--- config.mk ---
export PLATFORM = sky130hd
export DESIGN_NAME = eight_accumulator_string_hash
export DESIGN_NICKNAME = d
export VERILOG_FILES = /design/src/rtl/eash_pkg.sv /design/src/rtl/eash_update.sv /design/src/rtl/eight_accumulator_string_hash.sv
export SDC_FILE = /design/constraint.sdc
export NUM_CORES = 1
export LEC_CHECK = 0
export ABC_CLOCK_PERIOD_IN_PS = 22000
export BUFFER_PORTS_ARGS = -buffer_cell sky130_fd_sc_hd__clkbuf_2
export CORE_UTILIZATION = 65
export DETAILED_ROUTE_END_ITERATION = 8
export HOLD_SLACK_MARGIN = 0.1
export PLACE_DENSITY = 0.94
export SYNTH_ARGS = -nofsm -noshare
export SYNTH_HDL_FRONTEND = slang
export SYNTH_HIERARCHICAL = 1
export SYNTH_SLANG_ARGS = --single-unit
--- constraint.sdc ---
create_clock -name clk -period 22 [get_ports clk]
set_input_delay 4.4 -clock clk [delete_from_list [all_inputs] [get_ports clk]]
set_output_delay 4.4 -clock clk [all_outputs]
set_load 0.05 [all_outputs]
--- src/rtl/eash_pkg.sv ---
// shared types, constants and helper functions for the eight-accumulator string hash
// no dependencies; used by eash_update and eight_accumulator_string_hash

package eash_pkg;

  localparam logic [7:0] XorOffset  = 8'h0a;
  localparam logic [7:0] SumMask    = 8'h7e;
  localparam logic [7:0] PolyMask   = 8'h4e;
  localparam logic [2:0] ModSixLast = 3'd5;

  typedef struct packed {
    logic [7:0] xor_acc;
    logic [7:0] masked_sum;
    logic [7:0] neg_sum;
    logic [7:0] rotl_acc;
    logic [7:0] rotr_acc;
    logic [7:0] poly_acc;
    logic [7:0] mix_acc;
    logic [7:0] final_mix;
    logic [7:0] position;
    logic [2:0] position_mod_six;
  } eash_state_t;

  localparam eash_state_t StateReset = '{
    xor_acc:          8'd0,
    masked_sum:       8'd0,
    neg_sum:          8'd0,
    rotl_acc:         8'd0,
    rotr_acc:         8'd0,
    poly_acc:         8'd1,
    mix_acc:          8'd0,
    final_mix:        8'd0,
    position:         8'd0,
    position_mod_six: 3'd0
  };

  // low byte of a 32-bit left rotation of a 7-bit code
  function automatic logic [7:0] rotl_low(input logic [6:0] v, input logic [4:0] s);
    logic [31:0] w;
    logic [63:0] d;
    w = {25'd0, v};
    d = {w, w} << s;
    return d[39:32];
  endfunction

  // low byte of a 32-bit right rotation of a 7-bit code
  function automatic logic [7:0] rotr_low(input logic [6:0] v, input logic [4:0] s);
    logic [31:0] w;
    logic [63:0] d;
    w = {25'd0, v};
    d = {w, w} >> s;
    return d[7:0];
  endfunction

endpackage

--- src/rtl/eash_update.sv ---
// next-state logic: applies one character to the eight accumulators and the counters
// depends on eash_pkg

module eash_update (
  input  eash_pkg::eash_state_t cur,
  input  logic [6:0]            character,
  output eash_pkg::eash_state_t nxt
);

  logic [7:0]  c8;
  logic [15:0] c_sq;
  logic [15:0] rot_prod;
  logic [15:0] nm_prod;
  logic [7:0]  poly_term;

  assign c8 = {1'b0, character};

  always_comb begin
    nxt = cur;
    nxt.xor_acc    = cur.xor_acc ^ (c8 + eash_pkg::XorOffset);
    nxt.masked_sum = cur.masked_sum + (c8 & eash_pkg::SumMask);
    nxt.neg_sum    = cur.neg_sum - c8;
    nxt.rotl_acc   = cur.rotl_acc + eash_pkg::rotl_low(character, cur.position[4:0]);
    nxt.rotr_acc   = cur.rotr_acc + eash_pkg::rotr_low(character, cur.position[4:0]);

    c_sq      = {8'd0, c8} * {8'd0, c8};
    poly_term = c_sq[7:0] + c8 + c8 + c8 - cur.position;
    nxt.poly_acc = cur.poly_acc + poly_term;

    // later terms use the values just updated
    rot_prod    = {8'd0, nxt.rotl_acc} * {8'd0, nxt.rotr_acc};
    nxt.mix_acc = cur.mix_acc + c8 + (nxt.masked_sum ^ nxt.xor_acc) + rot_prod[7:0];

    nm_prod       = {8'd0, nxt.neg_sum} * {8'd0, nxt.masked_sum};
    nxt.final_mix = cur.final_mix + nm_prod[7:0] + {nxt.mix_acc[6:0], 1'b0}
                  + {5'd0, cur.position_mod_six} + (nxt.poly_acc & eash_pkg::PolyMask);

    nxt.position         = cur.position + 8'd1;
    nxt.position_mod_six = (cur.position_mod_six >= eash_pkg::ModSixLast) ? 3'd0
                         : cur.position_mod_six + 3'd1;
  end

endmodule

--- src/rtl/eight_accumulator_string_hash.sv ---
// top level of the eight-accumulator string hash: input register, accumulator state,
// output register; depends on eash_pkg and eash_update
// order: an accepted character is held in the input register and updates the state when it
// advances; on a last character the state restarts and the hash word enters the output register at that edge
// throughput: one character per cycle; the 8-bit multiply-add chain in eash_update
// sets the clock period; stalls only when a hash word waits on m_tready and another last arrives
// reset: rst clears the state to its initial values and empties both registers

module eight_accumulator_string_hash (
  input  logic        clk,
  input  logic        rst,
  input  logic        s_tvalid,
  output logic        s_tready,
  input  logic [7:0]  s_tdata,   // [6:0] character, [7] zero
  input  logic        s_tlast,   // last_char
  output logic        m_tvalid,
  input  logic        m_tready,
  output logic [63:0] m_tdata    // rotr_acc, poly_acc, masked_sum, rotl_acc,
                                 // mix_acc, xor_acc, final_mix, neg_sum (low to high)
);

  logic                  in_valid;
  logic [6:0]            in_char;
  logic                  in_last;
  logic                  advance;
  eash_pkg::eash_state_t state;
  eash_pkg::eash_state_t state_next;

  eash_update u_update (
    .cur       (state),
    .character (in_char),
    .nxt       (state_next)
  );

  // a non-last character produces no word, so only a last one waits on the output
  assign advance  = in_valid && (!in_last || !m_tvalid || m_tready);
  assign s_tready = !in_valid || advance;

  always_ff @(posedge clk) begin
    if (rst) begin
      in_valid <= 1'b0;
    end else if (s_tready) begin
      in_valid <= s_tvalid;
    end
    if (s_tready) begin
      in_char <= s_tdata[6:0];
      in_last <= s_tlast;
    end
  end

  always_ff @(posedge clk) begin
    if (rst) begin
      state <= eash_pkg::StateReset;
    end else if (advance) begin
      state <= in_last ? eash_pkg::StateReset : state_next;
    end
  end

  always_ff @(posedge clk) begin
    if (rst) begin
      m_tvalid <= 1'b0;
    end else if (advance && in_last) begin
      m_tvalid <= 1'b1;
    end else if (m_tready) begin
      m_tvalid <= 1'b0;
    end
    if (advance && in_last) begin
      m_tdata <= {state_next.neg_sum, state_next.final_mix, state_next.xor_acc,
                  state_next.mix_acc, state_next.rotl_acc, state_next.masked_sum,
                  state_next.poly_acc, state_next.rotr_acc};
    end
  end

  a_mod_six_range: assert property (@(posedge clk) disable iff (rst)
    state.position_mod_six <= eash_pkg::ModSixLast)
    else $error("position_mod_six out of range");

  a_restart_after_last: assert property (@(posedge clk) disable iff (rst)
    (advance && in_last) |=> (state == eash_pkg::StateReset && m_tvalid))
    else $error("state not restarted after last character");

  a_ready_when_out_free: assert property (@(posedge clk) disable iff (rst)
    (!m_tvalid || m_tready) |-> s_tready)
    else $error("input stalled with free output");

  a_reset_empty: assert property (@(posedge clk)
    rst |=> (!m_tvalid && !in_valid))
    else $error("registers not empty after reset");

endmodule
==> impl_metrics.xml, run 1 <==
<?xml version="1.0" encoding="UTF-8"?>
<metrics>
  <group name="global_routing">
    <metric name="pin_count_of_the_biggest_net_entering_global_routing" unit="">76</metric>
    <metric name="grt_use_total" unit="%">31.20</metric>
    <metric name="antenna_found_initial" unit="">0</metric>
    <metric name="grt.overflow.total" unit="">0</metric>
    <metric name="global_route_wire_length_before_repair" unit="µm">41280</metric>
    <metric name="first_global_vias" unit="">8173</metric>
  </group>
  <group name="logic_synthesis">
    <metric name="share_of_flip_flops_with_an_asynchronous_set_or_reset_after_synthesis" unit="%">0</metric>
    <metric name="ys.warnings.count" unit="">6</metric>
    <metric name="post_syn_nets" unit="">1192</metric>
    <metric name="synth_cells" unit="">991</metric>
    <metric name="synth_sequential_area_ratio" unit="%">34.09</metric>
    <metric name="synthesis.area_per_instance" unit="µm²">10.96</metric>
    <metric name="register_bit_total_from_synthesis" unit="">149</metric>
    <metric name="dominantRegCellSynth" unit="">dfxtp_1</metric>
    <metric name="syn_area" unit="µm²">10860</metric>
    <metric name="synth_cell_type_count" unit="">54</metric>
    <metric name="synth_edf_count" unit="">72</metric>
  </group>
  <group name="clocking">
    <metric name="clock_tree.root_cell" unit="">clkbuf_16</metric>
    <metric name="cts_tree" unit="">built</metric>
    <metric name="cts-htree-levels" unit="">4</metric>
    <metric name="cts_hold_bufs" unit="">0</metric>
    <metric name="cts-buffers-inserted" unit="">17</metric>
    <metric name="insertion_delay" unit="ns">0.44</metric>
    <metric name="postCtsSetupRepairBufs" unit="">0</metric>
    <metric name="postCtsResizedCells" unit="">0</metric>
    <metric name="clk_pin_slew_worst_paths" unit="ns">0.06</metric>
    <metric name="cts.path.max_buffers" unit="">2</metric>
    <metric name="numClockSinks" unit="">149</metric>
  </group>
  <group name="sta">
    <metric name="unrepaired_setup_endpoints_after_global_routing" unit="">no</metric>
    <metric name="timing.final.max_slew_violations" unit="">0</metric>
    <metric name="slew-limit-headroom" unit="%">23.03</metric>
    <metric name="fmax" unit="MHz">93.52</metric>
    <metric name="tightestPinTransition" unit="ns">1.146</metric>
    <metric name="final.setup.tns" unit="ns">0</metric>
    <metric name="post_route_clock_period_utilization" unit="%">48.61</metric>
    <metric name="finalHoldViolCount" unit="">0</metric>
    <metric name="timing.clock.skew" unit="ns">0.008143</metric>
    <metric name="timing.final.crit_period" unit="ns">10.69</metric>
    <metric name="final-setup-viol-count" unit="">0</metric>
  </group>
  <group name="floorplan">
    <metric name="fp.dieW" unit="µm">131.3</metric>
    <metric name="floorplan.die_area" unit="µm²">17240</metric>
    <metric name="core_area" unit="µm²">16120</metric>
    <metric name="chipHeight" unit="µm">131.3</metric>
    <metric name="io_pins" unit="">79</metric>
    <metric name="std_cell_rows" unit="">46</metric>
    <metric name="floorplan.initialDensity" unit="%">67.41</metric>
  </group>
  <group name="status">
    <metric name="outcome" unit="">completed</metric>
  </group>
  <group name="critical_path">
    <metric name="timing.reg2reg.worst_path_depth" unit="">34</metric>
    <metric name="crit-reg2reg-launch" unit="">in_char[4]$_DFFE_PP_</metric>
    <metric name="worstSetupEndpointType" unit="">flop</metric>
    <metric name="slowest_cell_delay_on_critical_path" unit="ns">0.64</metric>
    <metric name="worst_path_max_delay_cell" unit="">xnor2_1</metric>
    <metric name="cp.required" unit="ns">22.33</metric>
    <metric name="critical-path-top-cell-by-count" unit="">fa_1</metric>
    <metric name="timing_worst_setup_path_type" unit="">flop to flop</metric>
    <metric name="setup.worst_path.start" unit="">in_char[4]$_DFFE_PP_</metric>
    <metric name="arrival_time_worst_endpoint" unit="ns">11.02</metric>
    <metric name="start_kind" unit="">flop</metric>
    <metric name="critical_path.max_fanout" unit="">10</metric>
  </group>
  <group name="place">
    <metric name="detailed_place_hpwl" unit="µm">17860</metric>
    <metric name="io_buffer_count" unit="">77</metric>
    <metric name="routability_driven_placement_congestion_ratio" unit="">0.8846</metric>
    <metric name="placedCellCount" unit="">1258</metric>
  </group>
  <group name="cells_and_area">
    <metric name="final-instance-count-excl-fill" unit="">1290</metric>
    <metric name="layout.area.seq" unit="µm²">3704</metric>
    <metric name="fillerInstances" unit="">990</metric>
    <metric name="antennaDiodeCount" unit="">0</metric>
    <metric name="drive_above_1_share" unit="%">12.29</metric>
    <metric name="multi_input_area" unit="µm²">6322</metric>
    <metric name="fin_nets" unit="">1262</metric>
    <metric name="area_growth_syn_to_layout" unit="%">9.628</metric>
  </group>
  <group name="detailed_routing">
    <metric name="detail_route.first_pass.iterations" unit="">7</metric>
    <metric name="antenna_left" unit="">0</metric>
    <metric name="route.final.wire_length" unit="µm">25750</metric>
    <metric name="detail_route.drc_violations" unit="">0</metric>
    <metric name="routed-via-count" unit="">7856</metric>
    <metric name="initialDrtViolationCount" unit="">785</metric>
    <metric name="route.detailed.vias_per_inst" unit="">6.090</metric>
    <metric name="wl_per_cell" unit="µm">19.96</metric>
  </group>
  <group name="min_path">
    <metric name="hold_path_stages" unit="">2</metric>
    <metric name="hold_start" unit="">state[27]$_SDFFE_PP1P_</metric>
    <metric name="hp-class" unit="">flop to flop</metric>
  </group>
  <group name="job">
    <metric name="cap_viol_max_count" unit="">0</metric>
  </group>
</metrics>
[state kept, by name, summed over array words and instances (netlist names)]
register and cells:
state 75, m_tdata 64, in_char 7, in_last 1
in_valid 1, m_tvalid 1
[Yosys cell counts, types with 3 or more instances]
library cell  count  area (µm²)
mux2i_1           8       80.08
nor3b_1           3       22.52
buf_6             7       78.83
nand3_1          12       60.06
ha_1             93        1164
buf_4            11       82.58
o21ai_0          14       70.07
mux2_2            6       67.56
and2_1           25       156.4
nand2_1          73       274.0
dfxtp_1          77        1541
o21a_1            4       30.03
a21oi_1          34       170.2
o22ai_1           3       18.77
inv_1           168       630.6
xnor3_1           5       112.6
xnor2_1          71       621.9
nor2_1           24       90.09
nor2b_1          10       62.56
a21o_1           10       75.07
o21bai_1          7       52.55
a22o_1           74       648.1
nand2b_1          7       43.79
or3_1             3       18.77
fa_1             95        1902
edfxtp_1         72        2162
buf_2             9       45.04
o221ai_1          7       61.31
xor2_1           20       175.2
clkbuf_1          5       18.77
nor3_1            7       35.03
[critical path, delay by kind of cell (launching register included)]
family          cells  cell delay [ns]
fa+ha+maj          11             4.95
xor+xnor            9             2.64
compound gates      6             1.12
buf+inv             5             0.73
flops               1             0.63
simple gates        2             0.28
mux                 1             0.21
[final timing paths]
| path | endpoint | slack (ns) |
|---|---|---|
| max | state[18]$_SDFFE_PP0P_ | 11.31 |
| min | state[27]$_SDFFE_PP1P_ | 0.46 |
| max reg2reg | state[18]$_SDFFE_PP0P_ | 11.31 |
| min reg2reg | state[27]$_SDFFE_PP1P_ | 0.46 |
[stage by stage]
stage | hold WS (ns) | worst slack (ns) | util, % | cell area, µm²
5_1_grt | 0.4825 | 11.07 | 73.91 | 11910
2_1_floorplan | 0.4290 | 12.48 | - | 10860
6_report | 0.4558 | 11.31 | 73.91 | 11910
3_5_place_dp | 0.4481 | 11.68 | 70.50 | 11360
3_3_place_gp | 0.4382 | 11.89 | 70.50 | 11360
4_1_cts | 0.4580 | 11.51 | 73.91 | 11910
[placed cells by master (no fill, tap or decap), drive strengths merged, types with 5 or more instances in the layout]
master,netlist,layout
xnor3,5,5
nand2b,7,7
nor2b,10,10
clkinvlp,0,6
mux2i,9,9
and2,26,26
o21bai,7,7
nand3,12,12
nand2,73,73
a21o,10,10
dfxtp,77,77
clkbuf,5,95
ha,93,93
a21oi,35,35
o21ai,15,15
fa,95,95
xor2,20,20
inv,168,174
nor2,25,25
o221ai,7,7
mux2,6,6
xnor2,72,72
edfxtp,72,72
buf,27,6
a22o,74,74
nor3,7,7
[routing by layer]
layer / part of all wire (%) / global-route usage [%]
met5: 0 / 0
met1: 38 / 37.32
met4: 5.1 / 19.64
met3: 7.5 / 7.986
met2: 49 / 50.47
[final cells by class]
class,instances,share of cell area [%]
clock buffer,18,3.603
clock inverter,14,1.009
inverter,169,5.326
multi-input combinational,641,53.08
sequential,149,31.10
tap,216,2.269
timing repair buffer,83,3.614
[kinds of logic (layout without fill, tap and decap cells)]
family	after synthesis	after routing	synth area share (%)
buffers and inverters	201	284	7.912
adder cells (fa/ha/maj)	188	188	28.22
AND/OR/NAND/NOR	172	172	7.555
AO/OA/AOI/OAI	167	167	11.78
flip-flops	149	149	34.09
XOR/XNOR	99	99	8.960
multiplexers	15	15	1.486
Power of run 1 is not shown: default switching activity piles up to over one toggle a cycle in this logic, so the estimate is an artifact.
==> run 2: changes to the inputs <==
--- a/config.mk
+++ b/config.mk
@@ -5,12 +5,12 @@
 export SDC_FILE = /design/constraint.sdc
 export NUM_CORES = 1
 export LEC_CHECK = 0
-export ABC_CLOCK_PERIOD_IN_PS = 22000
+export ABC_CLOCK_PERIOD_IN_PS = 10150
 export BUFFER_PORTS_ARGS = -buffer_cell sky130_fd_sc_hd__clkbuf_2
-export CORE_UTILIZATION = 65
+export CORE_UTILIZATION = 62
 export DETAILED_ROUTE_END_ITERATION = 8
 export HOLD_SLACK_MARGIN = 0.1
-export PLACE_DENSITY = 0.94
+export PLACE_DENSITY = 0.91
 export SYNTH_ARGS = -nofsm -noshare
 export SYNTH_HDL_FRONTEND = slang
 export SYNTH_HIERARCHICAL = 1
==> constraint.sdc (replaced) <==
create_clock -name clk -period 10.15 [get_ports clk]
set_input_delay 2.03 -clock clk [delete_from_list [all_inputs] [get_ports clk]]
set_output_delay 2.03 -clock clk [all_outputs]
set_load 0.05 [all_outputs]
==> impl_metrics.xml, run 2 (synthesized netlist as in run 1, its figures left out) <==
<?xml version="1.0" encoding="UTF-8"?>
<metrics>
  <group name="global_routing">
    <metric name="pin_count_of_the_biggest_net_entering_global_routing" unit="">76</metric>
    <metric name="grt.overflow.total" unit="">0</metric>
    <metric name="global_route_wire_length_before_repair" unit="µm">44070</metric>
    <metric name="antenna_found_initial" unit="">0</metric>
    <metric name="grt_use_total" unit="%">32.64</metric>
    <metric name="first_global_vias" unit="">8595</metric>
  </group>
  <group name="clocking">
    <metric name="cts-buffers-inserted" unit="">17</metric>
    <metric name="cts.path.max_buffers" unit="">2</metric>
    <metric name="cts_hold_bufs" unit="">0</metric>
    <metric name="numClockSinks" unit="">149</metric>
    <metric name="insertion_delay" unit="ns">0.44</metric>
    <metric name="cts_tree" unit="">built</metric>
    <metric name="clock_tree.root_cell" unit="">clkbuf_16</metric>
    <metric name="clk_pin_slew_worst_paths" unit="ns">0.06</metric>
    <metric name="cts-htree-levels" unit="">4</metric>
  </group>
  <group name="critical_path">
    <metric name="critPathBufInv" unit="">5</metric>
    <metric name="critical-path-top-cell-by-count" unit="">fa_1</metric>
    <metric name="setup.worst_path.start" unit="">in_char[5]$_DFFE_PP_</metric>
    <metric name="start_kind" unit="">flop</metric>
    <metric name="critical_path.max_fanout" unit="">8</metric>
    <metric name="worst_path_max_delay_cell" unit="">edfxtp_1</metric>
    <metric name="critical_path.reg2reg.endpoint" unit="">state[18]$_SDFFE_PP0P_</metric>
    <metric name="worstSetupPathDepth" unit="">34</metric>
    <metric name="timing_worst_setup_path_type" unit="">flop to flop</metric>
    <metric name="slowest_cell_delay_on_critical_path" unit="ns">0.56</metric>
    <metric name="r2r_slack" unit="ns">0.29</metric>
    <metric name="crit_end" unit="">state[18]$_SDFFE_PP0P_</metric>
    <metric name="crit_family" unit="">adder cells</metric>
    <metric name="crit-reg2reg-launch" unit="">in_char[5]$_DFFE_PP_</metric>
    <metric name="arrival_time_worst_endpoint" unit="ns">10.18</metric>
    <metric name="cp.required" unit="ns">10.47</metric>
    <metric name="timing.reg2reg.worst_path_depth" unit="">34</metric>
    <metric name="worstSetupEndpointType" unit="">flop</metric>
  </group>
  <group name="sta">
    <metric name="timing.clock.skew" unit="ns">0.01266</metric>
    <metric name="final.setup.tns" unit="ns">0</metric>
    <metric name="final-setup-viol-count" unit="">0</metric>
    <metric name="fmax" unit="MHz">101.4</metric>
    <metric name="post_route_clock_period_utilization" unit="%">97.16</metric>
    <metric name="slew-limit-headroom" unit="%">40.05</metric>
    <metric name="finalHoldViolCount" unit="">0</metric>
    <metric name="timing.final.crit_period" unit="ns">9.862</metric>
    <metric name="tightestPinTransition" unit="ns">0.8993</metric>
    <metric name="timing.final.max_slew_violations" unit="">0</metric>
  </group>
  <group name="cells_and_area">
    <metric name="fillerInstances" unit="">1104</metric>
    <metric name="biggestRegsByFlops" unit="">state (75), m_tdata (64), in_char (7)</metric>
    <metric name="regMostFlops" unit="">state</metric>
    <metric name="antennaDiodeCount" unit="">0</metric>
    <metric name="final-instance-count-excl-fill" unit="">1324</metric>
    <metric name="area_growth_syn_to_layout" unit="%">11.70</metric>
    <metric name="largest_register_ffs" unit="">75</metric>
    <metric name="final_core_utilization" unit="%">70.65</metric>
    <metric name="fin_nets" unit="">1287</metric>
    <metric name="most_common_cell_after_layout_fill_and_taps_aside" unit="">inv_1</metric>
    <metric name="drive_above_1_share" unit="%">14.65</metric>
    <metric name="mostFrequentLayoutCells" unit="">inv_1 (168), fa_1 (95), ha_1 (93)</metric>
  </group>
  <group name="detailed_routing">
    <metric name="wl_per_cell" unit="µm">21.10</metric>
    <metric name="routed-via-count" unit="">8134</metric>
    <metric name="initialDrtViolationCount" unit="">706</metric>
    <metric name="detail_route.first_pass.iterations" unit="">5</metric>
    <metric name="route.final.wire_length" unit="µm">27930</metric>
    <metric name="antenna_left" unit="">0</metric>
    <metric name="detail_route.drc_violations" unit="">0</metric>
    <metric name="route.detailed.vias_per_inst" unit="">6.144</metric>
  </group>
  <group name="status">
    <metric name="outcome" unit="">completed</metric>
  </group>
  <group name="floorplan">
    <metric name="floorplan.die_area" unit="µm²">18060</metric>
    <metric name="fp.dieW" unit="µm">134.4</metric>
    <metric name="floorplan.initialDensity" unit="%">63.25</metric>
    <metric name="chipHeight" unit="µm">134.4</metric>
    <metric name="core_area" unit="µm²">17180</metric>
    <metric name="std_cell_rows" unit="">48</metric>
    <metric name="io_pins" unit="">79</metric>
  </group>
  <group name="place">
    <metric name="routability_driven_placement_congestion_ratio" unit="">0.9251</metric>
    <metric name="placedCellCount" unit="">1284</metric>
    <metric name="detailed_place_hpwl" unit="µm">19160</metric>
    <metric name="io_buffer_count" unit="">77</metric>
  </group>
  <group name="job">
    <metric name="cap_viol_max_count" unit="">0</metric>
  </group>
  <group name="min_path">
    <metric name="hp-class" unit="">flop to flop</metric>
    <metric name="hold_path_stages" unit="">2</metric>
  </group>
</metrics>
run 2: worst min path at each step:
stage	start	to	slack (ns)
detailed placement	state[27]$_SDFFE_PP1P_	state[27]$_SDFFE_PP1P_	0.45
floorplan	state[27]$_SDFFE_PP1P_	state[27]$_SDFFE_PP1P_	0.43
global route	state[27]$_SDFFE_PP1P_	state[27]$_SDFFE_PP1P_	0.48
finish	state[27]$_SDFFE_PP1P_	state[27]$_SDFFE_PP1P_	0.46
CTS	state[27]$_SDFFE_PP1P_	state[27]$_SDFFE_PP1P_	0.46
global placement	state[27]$_SDFFE_PP1P_	state[27]$_SDFFE_PP1P_	0.44
run 2: final cells by class:
type / instances / area (µm²) / share of cell area [%]
timing repair buffer: 108 / 618.1 / 5.093
inverter: 169 / 634.4 / 5.227
clock buffer: 19 / 442.9 / 3.650
sequential: 149 / 3710 / 30.57
clock inverter: 13 / 122.6 / 1.010
multi-input combinational: 641 / 6326 / 52.13
tap: 225 / 281.5 / 2.320
run 2: timing repair:
action	4_1_cts	5_1_grt
gates resized for setup	0	5
setup endpoints to repair	0	2
hold endpoints to repair	0	0
setup buffers	0	8
run 2: metal layers:
layer / track usage, % / routed length, µm / vias up / share of wire (%)
li1: - / - / 3500 / -
met1: 36.24 / 10090 / 4006 / 36
met2: 55.93 / 14080 / 471 / 50
met3: 7.861 / 1995 / 157 / 7.1
met4: 21.54 / 1768 / 0 / 6.3
met5: 0 / 0 / - / 0
run 2: stage by stage:
| stage | area (µm²) | hold slack [ns] | setup slack [ns] |
|---|---|---|---|
| floorplan | 10860 | 0.4290 | 1.162 |
| global placement | 11500 | 0.4381 | 0.7387 |
| detailed placement | 11500 | 0.4483 | 0.3187 |
| CTS | 12070 | 0.4581 | 0.1587 |
| global route | 12140 | 0.4836 | -0.01700 |
| finish | 12140 | 0.4570 | 0.2878 |
run 2: worst register-to-register path, delay by kind of cell, from the launching register on:
family / cells / cell delay [ns]
adder cells (fa/ha/maj): 10 / 4.26
XOR/XNOR: 8 / 1.98
AO/OA/AOI/OAI: 5 / 1.11
AND/OR/NAND/NOR: 4 / 0.78
multiplexers: 2 / 0.60
flip-flops: 1 / 0.56
buffers and inverters: 5 / 0.45
Power of run 2 is left out for the same reason.
